### config.mk
export PLATFORM = sky130hd
export DESIGN_NAME = assoc_cache_set_replacement_unit
export DESIGN_NICKNAME = d
export VERILOG_FILES = /design/src/hdl/acsr_pkg.sv /design/src/hdl/assoc_cache_set_replacement_unit.sv /design/src/hdl/acsr_front.sv /design/src/hdl/acsr_back.sv
export SDC_FILE = /design/constraint.sdc
export NUM_CORES = 2
export LEC_CHECK = 0
export CAP_MARGIN = 20
export CORE_ASPECT_RATIO = 0.6
export CORE_MARGIN = 1
export CORE_UTILIZATION = 55
export CTS_CLUSTER_SIZE = 16
export DETAILED_ROUTE_END_ITERATION = 8
export DONT_BUFFER_PORTS = 1
export PLACE_DENSITY = 0.73
export SLEW_MARGIN = 15
export SYNTH_ARGS = -nofsm -noshare
export SYNTH_HDL_FRONTEND = slang
export SYNTH_SLANG_ARGS = --single-unit
### constraint.sdc
create_clock -name clk -period 8.8 [get_ports clk]
set_input_delay 1.32 -clock clk [delete_from_list [all_inputs] [get_ports clk]]
set_output_delay 1.32 -clock clk [all_outputs]
set_load 0.01 [all_outputs]
### src/hdl/acsr_pkg.sv
`timescale 1ns / 1ps
package acsr_pkg;

  localparam logic [31:0] LRU_MARK = 32'hFFFFFF9B;

  localparam logic [2:0] POL_LRU    = 3'd0;
  localparam logic [2:0] POL_LIP    = 3'd1;
  localparam logic [2:0] POL_BIP    = 3'd2;
  localparam logic [2:0] POL_BPLRU  = 3'd3;
  localparam logic [2:0] POL_TPLRU  = 3'd4;
  localparam logic [2:0] POL_SRRIP  = 3'd5;
  localparam logic [2:0] POL_BRRIP  = 3'd6;
  localparam logic [2:0] POL_RANDOM = 3'd7;

  localparam logic [1:0] ST_NEVER   = 2'd0;
  localparam logic [1:0] ST_EMPTIED = 2'd1;
  localparam logic [1:0] ST_VALID   = 2'd2;

  localparam logic REQ_READ  = 1'b0;
  localparam logic REQ_EVICT = 1'b1;

  localparam logic [2:0] CFG_POLICY  = 3'd0;
  localparam logic [2:0] CFG_INVFST  = 3'd1;
  localparam logic [2:0] CFG_RRPVB   = 3'd2;
  localparam logic [2:0] CFG_BIPPCT  = 3'd3;
  localparam logic [2:0] CFG_BRRPCT  = 3'd4;

  typedef struct packed {
    logic        req_type;
    logic [31:0] tag;
    logic [6:0]  rand_pct;
    logic [3:0]  rand_way;
  } item_t;

  typedef struct packed {
    logic [2:0] policy;
    logic       invalid_first;
    logic [3:0] rrpv_bits;
    logic [6:0] bip_mru_percent;
    logic [6:0] brrip_near_percent;
  } cfg_t;

  typedef struct packed {
    logic  valid;
    item_t item;
  } q_head_t;

endpackage

### src/hdl/assoc_cache_set_replacement_unit.sv
`timescale 1ns / 1ps
// Fully associative cache set with selectable replacement (LRU, LIP, BIP, bit-PLRU,
// tree-PLRU, SRRIP, BRRIP, random). Accepted beats enter a two-deep queue; an engine
// behind it handles one access at a time. A beat accepted into an empty queue reaches
// the queue head the cycle after it is accepted. A popped access is looked up in S_LOOK,
// where a hit or an evict writes its result. A miss filled by invalid-first, bit-PLRU,
// tree-PLRU or random goes on to S_FILL; an LRU/LIP/BIP miss first scans one way per
// cycle in S_SCAN, and an SRRIP/BRRIP miss first ages all ways in S_AGE until one holds
// the top RRPV. The result sits in an output register and the engine pops nothing until
// it is taken; meanwhile the queue keeps taking beats until it holds two.
module assoc_cache_set_replacement_unit #(
  parameter int WAYS     = 16,
  parameter int TAG_BITS = 32
) (
  input  logic        clk,
  input  logic        rst_n,
  input  logic        in_valid,
  output logic        in_ready,
  input  logic        in_req_type,
  input  logic [31:0] in_tag,
  input  logic [6:0]  in_rand_pct,
  input  logic [3:0]  in_rand_way,
  output logic        out_valid,
  input  logic        out_ready,
  output logic        out_hit,
  output logic [3:0]  out_way,
  output logic [1:0]  out_victim_status,
  output logic [31:0] out_victim_tag,
  input  logic        cfg_valid,
  output logic        cfg_ready,
  input  logic [2:0]  cfg_index,
  input  logic [6:0]  cfg_data
);
  import acsr_pkg::*;

  localparam bit POW2 = ((WAYS & (WAYS - 1)) == 0);

  cfg_t    cfg_r;
  logic    cfg_we, cfg_clr;
  item_t   in_item;
  q_head_t q_head;
  logic    q_pop;

  assign cfg_ready = 1'b1;
  assign cfg_we    = cfg_valid && cfg_ready;
  assign cfg_clr   = cfg_we && (cfg_index == CFG_POLICY);
  assign in_item   = '{req_type: in_req_type, tag: in_tag,
                       rand_pct: in_rand_pct, rand_way: in_rand_way};

  always_ff @(posedge clk) begin
    if (!rst_n) begin
      cfg_r <= '{policy: POL_LRU, invalid_first: 1'b0, rrpv_bits: 4'd5,
                 bip_mru_percent: 7'd1, brrip_near_percent: 7'd1};
    end else if (cfg_we) begin
      case (cfg_index)
        CFG_POLICY: cfg_r.policy <= (cfg_data[2:0] == POL_TPLRU && !POW2) ? POL_BPLRU
                                                                         : cfg_data[2:0];
        CFG_INVFST: cfg_r.invalid_first      <= cfg_data[0];
        CFG_RRPVB:  cfg_r.rrpv_bits          <= cfg_data[3:0];
        CFG_BIPPCT: cfg_r.bip_mru_percent    <= cfg_data;
        CFG_BRRPCT: cfg_r.brrip_near_percent <= cfg_data;
        default: ;
      endcase
    end
  end

  acsr_front u_front (
    .clk      (clk),
    .rst_n    (rst_n),
    .in_valid (in_valid),
    .in_ready (in_ready),
    .in_item  (in_item),
    .q_head   (q_head),
    .q_pop    (q_pop)
  );

  acsr_back #(.WAYS(WAYS), .TAG_BITS(TAG_BITS)) u_back (
    .clk               (clk),
    .rst_n             (rst_n),
    .cfg               (cfg_r),
    .cfg_clr           (cfg_clr),
    .q_head            (q_head),
    .q_pop             (q_pop),
    .out_valid         (out_valid),
    .out_ready         (out_ready),
    .out_hit           (out_hit),
    .out_way           (out_way),
    .out_victim_status (out_victim_status),
    .out_victim_tag    (out_victim_tag)
  );
endmodule

### src/hdl/acsr_front.sv
`timescale 1ns / 1ps
module acsr_front (
  input  logic            clk,
  input  logic            rst_n,
  input  logic            in_valid,
  output logic            in_ready,
  input  acsr_pkg::item_t in_item,
  output acsr_pkg::q_head_t q_head,
  input  logic            q_pop
);
  import acsr_pkg::*;

  item_t      mem_r [2];
  logic       wp_r, rp_r;
  logic [1:0] cnt_r;
  logic       push;

  assign in_ready    = (cnt_r != 2'd2);
  assign push        = in_valid && in_ready;
  assign q_head.valid = (cnt_r != 2'd0);
  assign q_head.item  = mem_r[rp_r];

  always_ff @(posedge clk) begin
    if (!rst_n) begin
      wp_r  <= 1'b0;
      rp_r  <= 1'b0;
      cnt_r <= 2'd0;
    end else begin
      if (push) begin
        mem_r[wp_r] <= in_item;
        wp_r        <= ~wp_r;
      end
      if (q_pop) rp_r <= ~rp_r;
      case ({push, q_pop})
        2'b10:   cnt_r <= cnt_r + 2'd1;
        2'b01:   cnt_r <= cnt_r - 2'd1;
        default: cnt_r <= cnt_r;
      endcase
    end
  end
endmodule

### src/hdl/acsr_back.sv
`timescale 1ns / 1ps
module acsr_back #(
  parameter int WAYS     = 16,
  parameter int TAG_BITS = 32
) (
  input  logic              clk,
  input  logic              rst_n,
  input  acsr_pkg::cfg_t    cfg,
  input  logic              cfg_clr,
  input  acsr_pkg::q_head_t q_head,
  output logic              q_pop,
  output logic              out_valid,
  input  logic              out_ready,
  output logic              out_hit,
  output logic [3:0]        out_way,
  output logic [1:0]        out_victim_status,
  output logic [31:0]       out_victim_tag
);
  import acsr_pkg::*;

  localparam int WW     = (WAYS > 1) ? $clog2(WAYS) : 1;
  localparam int TB     = (TAG_BITS < 32) ? TAG_BITS : 32;
  localparam int LEVELS = $clog2(WAYS + 1) - 1;
  localparam int TREE_N = ((1 << LEVELS) - 1 > 0) ? (1 << LEVELS) - 1 : 1;
  localparam int TIW    = (TREE_N > 1) ? $clog2(TREE_N) : 1;
  localparam int CW     = $clog2(WAYS + 1);
  localparam logic [WW-1:0] LAST = WW'(WAYS - 1);

  typedef enum logic [2:0] {S_IDLE, S_LOOK, S_SCAN, S_AGE, S_FILL} state_t;

  state_t          state_r;
  item_t           item_r;
  logic [TB-1:0]   tag_r    [WAYS];
  logic [1:0]      status_r [WAYS];
  logic [31:0]     stamp_r  [WAYS];
  logic [7:0]      rrpv_r   [WAYS];
  logic [31:0]     tick_r;
  logic [WAYS-1:0] used_r;
  logic [CW-1:0]   used_cnt_r;
  logic [TREE_N-1:0] tree_r;
  logic [WW-1:0]   w_r, scan_i_r, cand_r;
  logic [31:0]     oldest_r;
  logic            out_valid_r, out_hit_r;
  logic [3:0]      out_way_r;
  logic [1:0]      out_vstat_r;
  logic [31:0]     out_vtag_r;

  assign out_valid         = out_valid_r;
  assign out_hit           = out_hit_r;
  assign out_way           = out_way_r;
  assign out_victim_status = out_vstat_r;
  assign out_victim_tag    = out_vtag_r;

  assign q_pop = (state_r == S_IDLE) && q_head.valid && !out_valid_r;

  // lookup
  logic          hit_any, emp_any, unused_any, rmax_any;
  logic [WW-1:0] hit_w, emp_w, unused_w, rmax_w, tree_w, rand_w;
  logic [7:0]    rmax;
  logic [3:0]    rb;

  always_comb begin
    rb = cfg.rrpv_bits;
    if (rb == 4'd0) rb = 4'd1;
    if (rb > 4'd8) rb = 4'd8;
    rmax = 8'((9'd1 << rb) - 9'd1);
  end

  always_comb begin
    hit_any = 1'b0; hit_w = '0;
    emp_any = 1'b0; emp_w = '0;
    unused_any = 1'b0; unused_w = '0;
    rmax_any = 1'b0; rmax_w = '0;
    for (int i = WAYS - 1; i >= 0; i--) begin
      if (status_r[i] == ST_VALID && tag_r[i] == item_r.tag[TB-1:0]) begin
        hit_any = 1'b1; hit_w = WW'(i);
      end
      if (!used_r[i]) begin
        unused_any = 1'b1; unused_w = WW'(i);
      end
      if (rrpv_r[i] == rmax) begin
        rmax_any = 1'b1; rmax_w = WW'(i);
      end
    end
    for (int i = 0; i < WAYS; i++) begin
      if (status_r[i] == ST_EMPTIED) begin
        emp_any = 1'b1; emp_w = WW'(i);
      end
    end
  end

  // tree walk from the root
  always_comb begin
    logic [WW-1:0]  node;
    logic [TIW-1:0] idx;
    node = '0;
    for (int lv = 0; lv < LEVELS; lv++) begin
      idx  = TIW'((1 << lv) - 1) + TIW'(node);
      node = {node[WW-2:0], tree_r[idx]};
    end
    tree_w = node;
  end

  always_comb begin
    logic [4:0] v;
    v = {1'b0, item_r.rand_way};
    for (int k = 0; k < 8; k++) begin
      if (v >= 5'(WAYS)) v = v - 5'(WAYS);
    end
    rand_w = WW'(v);
  end

  // replacement-state update for one way
  logic          touch_en, touch_fill;
  logic [WW-1:0] touch_w;
  logic          mark;
  logic [TREE_N-1:0] tree_hit, tree_val;

  always_comb begin
    touch_en = 1'b0; touch_fill = 1'b0; touch_w = w_r;
    if (state_r == S_LOOK && hit_any && item_r.req_type == REQ_READ) begin
      touch_en = 1'b1; touch_w = hit_w;
    end
    if (state_r == S_FILL) begin
      touch_en = 1'b1; touch_fill = 1'b1; touch_w = w_r;
    end
    mark = touch_fill && (cfg.policy == POL_LIP ||
           (cfg.policy == POL_BIP && item_r.rand_pct > cfg.bip_mru_percent));
  end

  for (genvar n = 0; n < TREE_N; n++) begin : g_tree
    localparam int LV  = $clog2(n + 2) - 1;
    localparam int POS = n + 1 - (1 << LV);
    always_comb begin
      logic [WW-1:0] pref;
      pref = (touch_w >> (LEVELS - LV)) & WW'((1 << LV) - 1);
      tree_hit[n] = (LEVELS > 0) && (pref == WW'(POS));
      tree_val[n] = (LEVELS > 0) ? ~touch_w[LEVELS-1-LV] : tree_r[n];
    end
  end

  always_ff @(posedge clk) begin
    if (!rst_n) begin
      state_r     <= S_IDLE;
      out_valid_r <= 1'b0;
      tick_r      <= 32'(WAYS);
      used_r      <= '0;
      used_cnt_r  <= '0;
      tree_r      <= '0;
      for (int i = 0; i < WAYS; i++) begin
        status_r[i] <= ST_NEVER;
        stamp_r[i]  <= 32'(i);
        rrpv_r[i]   <= '0;
      end
    end else begin
      if (out_valid_r && out_ready) out_valid_r <= 1'b0;

      if (cfg_clr) begin
        used_r <= '0;
        tree_r <= '0;
        for (int i = 0; i < WAYS; i++) begin
          stamp_r[i] <= '0;
          rrpv_r[i]  <= '0;
        end
      end

      if (touch_en) begin
        if (mark) begin
          stamp_r[touch_w] <= LRU_MARK;
        end else begin
          stamp_r[touch_w] <= tick_r;
          tick_r           <= tick_r + 32'd1;
        end
        // a full set of used bits restarts with only this way marked
        if (!used_r[touch_w]) begin
          if (used_cnt_r + CW'(1) >= CW'(WAYS)) begin
            used_r     <= WAYS'(1) << touch_w;
            used_cnt_r <= CW'(1);
          end else begin
            used_r     <= used_r | (WAYS'(1) << touch_w);
            used_cnt_r <= used_cnt_r + CW'(1);
          end
        end
        for (int n = 0; n < TREE_N; n++) begin
          if (tree_hit[n]) tree_r[n] <= tree_val[n];
        end
        if (touch_fill) begin
          rrpv_r[touch_w] <= (cfg.policy == POL_BRRIP &&
                              item_r.rand_pct > cfg.brrip_near_percent) ? rmax : rmax - 8'd1;
        end else if (rrpv_r[touch_w] != 8'd0) begin
          rrpv_r[touch_w] <= rrpv_r[touch_w] - 8'd1;
        end
      end

      case (state_r)
        S_IDLE: begin
          if (q_pop) begin
            item_r  <= q_head.item;
            state_r <= S_LOOK;
          end
        end
        S_LOOK: begin
          if (hit_any || item_r.req_type == REQ_EVICT) begin
            if (hit_any && item_r.req_type == REQ_EVICT) status_r[hit_w] <= ST_EMPTIED;
            out_valid_r <= 1'b1;
            out_hit_r   <= hit_any;
            out_way_r   <= hit_any ? 4'(hit_w) : 4'd0;
            out_vstat_r <= ST_NEVER;
            out_vtag_r  <= '0;
            state_r     <= S_IDLE;
          end else if (emp_any && cfg.invalid_first) begin
            w_r <= emp_w; state_r <= S_FILL;
          end else begin
            case (cfg.policy)
              POL_LRU, POL_LIP, POL_BIP: begin
                scan_i_r <= '0;
                oldest_r <= '0;
                cand_r   <= emp_any ? emp_w : '0;
                state_r  <= S_SCAN;
              end
              POL_BPLRU: begin
                w_r <= unused_any ? unused_w : '0; state_r <= S_FILL;
              end
              POL_TPLRU: begin
                w_r <= tree_w; state_r <= S_FILL;
              end
              POL_SRRIP, POL_BRRIP: state_r <= S_AGE;
              default: begin
                w_r <= rand_w; state_r <= S_FILL;
              end
            endcase
          end
        end
        S_SCAN: begin
          if (stamp_r[scan_i_r] == LRU_MARK) begin
            w_r <= scan_i_r; state_r <= S_FILL;
          end else begin
            if (tick_r - stamp_r[scan_i_r] > oldest_r) begin
              oldest_r <= tick_r - stamp_r[scan_i_r];
              cand_r   <= scan_i_r;
            end
            if (scan_i_r == LAST) begin
              w_r <= (tick_r - stamp_r[scan_i_r] > oldest_r) ? scan_i_r : cand_r;
              state_r <= S_FILL;
            end else begin
              scan_i_r <= scan_i_r + WW'(1);
            end
          end
        end
        S_AGE: begin
          if (rmax_any) begin
            w_r <= rmax_w; state_r <= S_FILL;
          end else begin
            for (int i = 0; i < WAYS; i++) begin
              rrpv_r[i] <= ({1'b0, rrpv_r[i]} + 9'd1 > {1'b0, rmax}) ? rmax
                                                                     : rrpv_r[i] + 8'd1;
            end
          end
        end
        S_FILL: begin
          tag_r[w_r]    <= item_r.tag[TB-1:0];
          status_r[w_r] <= ST_VALID;
          out_valid_r   <= 1'b1;
          out_hit_r     <= 1'b0;
          out_way_r     <= 4'(w_r);
          out_vstat_r   <= status_r[w_r];
          out_vtag_r    <= (status_r[w_r] == ST_VALID) ? 32'(tag_r[w_r]) : 32'd0;
          state_r       <= S_IDLE;
        end
        default: state_r <= S_IDLE;
      endcase
    end
  end
endmodule

==> key figures <==
Synth
  • Ys flop type: edfxtp_1
  • Area leader, netlist: edfxtp_1
  • Register bit total from synthesis: approximately 1500
  • Seq/Total Area, Yosys: ~55%
  • Count of cell types in the netlist: 99
  • Post-synthesis cell count: roughly 6600
  • Most common library cells after synthesis: 1399 x edfxtp_1, 955 x nor2_1, 547 x xor2_1, 407 x nand2_1, 331 x mux4_2
  • Mean Syn Cell Area: around 12 um^2
  • Share of the synthesized area in the top cell type: ~52%
  • Syn. warnings: 0
  • EDFF count, synth: ~1400
  • Async SR Flop Fraction: 0%
  • Most common cell in the netlist: edfxtp_1
  • Cell Area, Synth: 0.0807 mm^2
  • Synth top area cells: edfxtp_1 52%, mux4_2 9.2%, xor2_1 5.9%

Global route
  • Vias in the first global route: between 50000 and 60000
  • Largest net degree at the start of global routing: between 60 and 70
  • Initial antenna violation count: 29
  • GRT overflow: 0
  • Total GRT Usage: between 40% and 50%
  • First-pass GRT wire length: between 400 and 500 mm

Min path
  • Hold crit path type: reg2reg
  • Hold path startpoint: cfg_r[12]
  • Hold depth: 2
  • Hold EP: cfg_r[12]

Layout
  • Area grow syn2layout: 10.9%
  • Post-layout util: about three fifths
  • Fin nets: 6947
  • Number of fill cells: roughly 11000
  • Layout cells sized above 1: about 16%

Floorplan
  • Initial core utilization: 55.6%
  • Row Count: 108
  • I/O pins: just over 100
  • Core ar.: roughly 0.15 mm^2
  • Die Y: between 200 and 300 um
  • Die area: 0.148 mm^2
  • Die X: between 400 and 500 um

Drt
  • DR iter-0 viols: 11911
  • Drt via density: 7.02
  • Vias: a little over 60000
  • DRC viols: 2
  • First drt pass iteration count: 9
  • Final WL: approximately 300 mm
  • Routed wire length per instance: approximately 35 um
  • Post-DRT Antenna Nets: 0

Setup path
  • Crit Path Class: reg2reg
  • Data required, critical path: around 9500 ps
  • Setup crit start kind: register
  • CP arrival: 9250 ps
  • Worst reg-to-reg setup slack: about 270 ps
  • R2r worst-path depth: 33
  • Worst path max stage delay: between 600 and 700 ps
  • CP Max Fanout: 33
  • Worst setup EP type: register
  • Slowest CP cell: mux4_2

STA
  • Endpoints failing setup: 0
  • Clock Skews: between 40 and 50 ps
  • Final Cycle Share: roughly 97%
  • Hold_ws: ~460 ps
  • Final setup margin: approximately 270 ps
  • Final hold viol count: 0
  • Fmax: ~120 MHz
  • Tmin final: ~8500 ps
  • Worst-Margin Slew: approximately 1300 ps
  • Slew Limit Headroom: 14.7%
  • Final slew viol count: 0

CTS
  • Worst-path clk slew: 70 ps
  • Deepest clock path buffer count: 3
  • Clock Sink Count: ~1500
  • CTS resizes: 0
  • CTS tree: built
  • Latest clock arrival within the worst-skew pair: between 800 and 900 ps
  • CTS root buf: clkbuf_16
  • Num CTS Buffers: between 100 and 150
  • H-tree depth: 4

Placed design
  • Hpwl dp: around 220 mm
  • Worst slack, placed: 490 ps
  • Final GP Congestion: 1.10
  • Port bufs: 0

Run status
  • Run status: complete, but fails checks
  • Violated checks: design-rule violations

Power and ir drop
  • PD cells: ~240 mW/mm^2
  • Leak Pwr: ~32 nW
  • Max VDD drop: roughly 0.18 mV
  • Total power draw: about 22 mW

Run
  • Max_cap viols: 0
-- cell families (layout without fill, tap and decap cells) --
family | Yosys count | in the layout | synth area share [%]
simple gates | 2336 | 2336 | 13.9
flops | 1505 | 1505 | 54.7
xor+xnor | 763 | 763 | 8.28
compound gates | 718 | 718 | 5.44
buf+inv | 512 | 719 | 2.79
mux | 486 | 486 | 11.3
fa+ha+maj | 231 | 231 | 3.59
other cells | 2 | 36 | 0.00931
-- repair_timing --
action	CTS	global route
endpoints found under the setup margin	0	17
hold buffers	0	0
buffers inserted	0	7
-- area by class of cell --
cell class,instances,area (um^2),area share (%)
flip-flops and latches,1505,44200,49.4
multi-input cells,4553,34700,38.8
clock buffers,187,3920,4.38
repair buffers,326,2780,3.11
well taps,1925,2410,2.69
clock inverters,78,943,1.05
inverters,128,482,0.539
diodes,17,42.5,0.0476
-- metal layers --
metal | up-vias | part of all wire, % | GRT usage (%)
met5 | - | 0.15 | 1.68
met2 | 5672 | 35 | 45.7
met1 | 30403 | 40 | 62.0
met4 | 26 | 2.1 | 8.40
li1 | 24572 | - | -
met3 | 506 | 23 | 27.6
-- worst max-delay path, delay by kind of cell (launching register included) --
kind                       cells  cell delay (ps)
muxes                          4             1680
DFF                            1              600
adders and majority gates      2              540
and+or+nand+nor                5              600
AOI/OAI and AO/OA             18             4260
buffers and inverters          3              520
xor gates and xnor gates       1              160
-- through the flow --
stage                     TNS [ps]  std cells  cell area [um^2]
after floorplan                  0       6570             80700
after global placement           0       8412             84200
after detailed placement         0       8417             84300
after CTS                        0       8682             89200
after global routing          -113       8703             89400
final                            0       8719             89400
-- cells in the final DEF, fill, tap and decap left out, drive strengths merged, types with 19 or more instances in the layout --
cell type     n
a21oi       248
a31oi        49
and2         52
and3         51
buf         322
clkbuf      191
clkinv       50
conb         19
dfxtp       106
edfxtp     1399
ha          230
inv         137
mux2         63
mux2i        92
mux4        331
nand2       421
nand2b       89
nand3       125
nand4       127
nor2        956
nor2b       108
nor3         94
nor4        201
nor4b        22
o21a         34
o21ai       140
o22ai       104
xnor2       216
xor2        547
-- worst max-delay path by stage --
stage                  start                   to  slack, ps  depth (start not counted)
floorplan           register   u_back.oldest_r[0]        110                         30
global placement    register             register        650                         33
detailed placement  register  u_back.oldest_r[13]        490                         28
CTS                 register  u_back.oldest_r[19]        480                         28
global route        register             register        -80                         33
finish              register             register        270                         33
-- power by group --
group	switching, mW	internal, mW	total [mW]
combinational	4.13	2.16	6.30
sequential	0.474	8.38	8.85
clock	2.99	3.61	6.60
-- state kept, by name, indices dropped and copies added, names as in the netlist, 3 cells and up, named ones only --
signal                 flops
u_back.rrpv_r            128
u_back.w_r                 4
u_back.out_way             4
u_back.item_r             40
u_back.out_victim_tag     32
u_back.tree_r             15
u_back.stamp_r           512
u_back.status_r           32
u_back.state_r             3
u_back.rand_w              4
u_back.used_cnt_r          5
u_front.mem_r             88
u_back.scan_i_r            4
u_back.tick_r             32
u_back.used_r             16
u_back.cand_r              4
cfg_r                     22
u_back.tag_r             512
u_back.oldest_r           32
(Power assumes the default switching activity.)
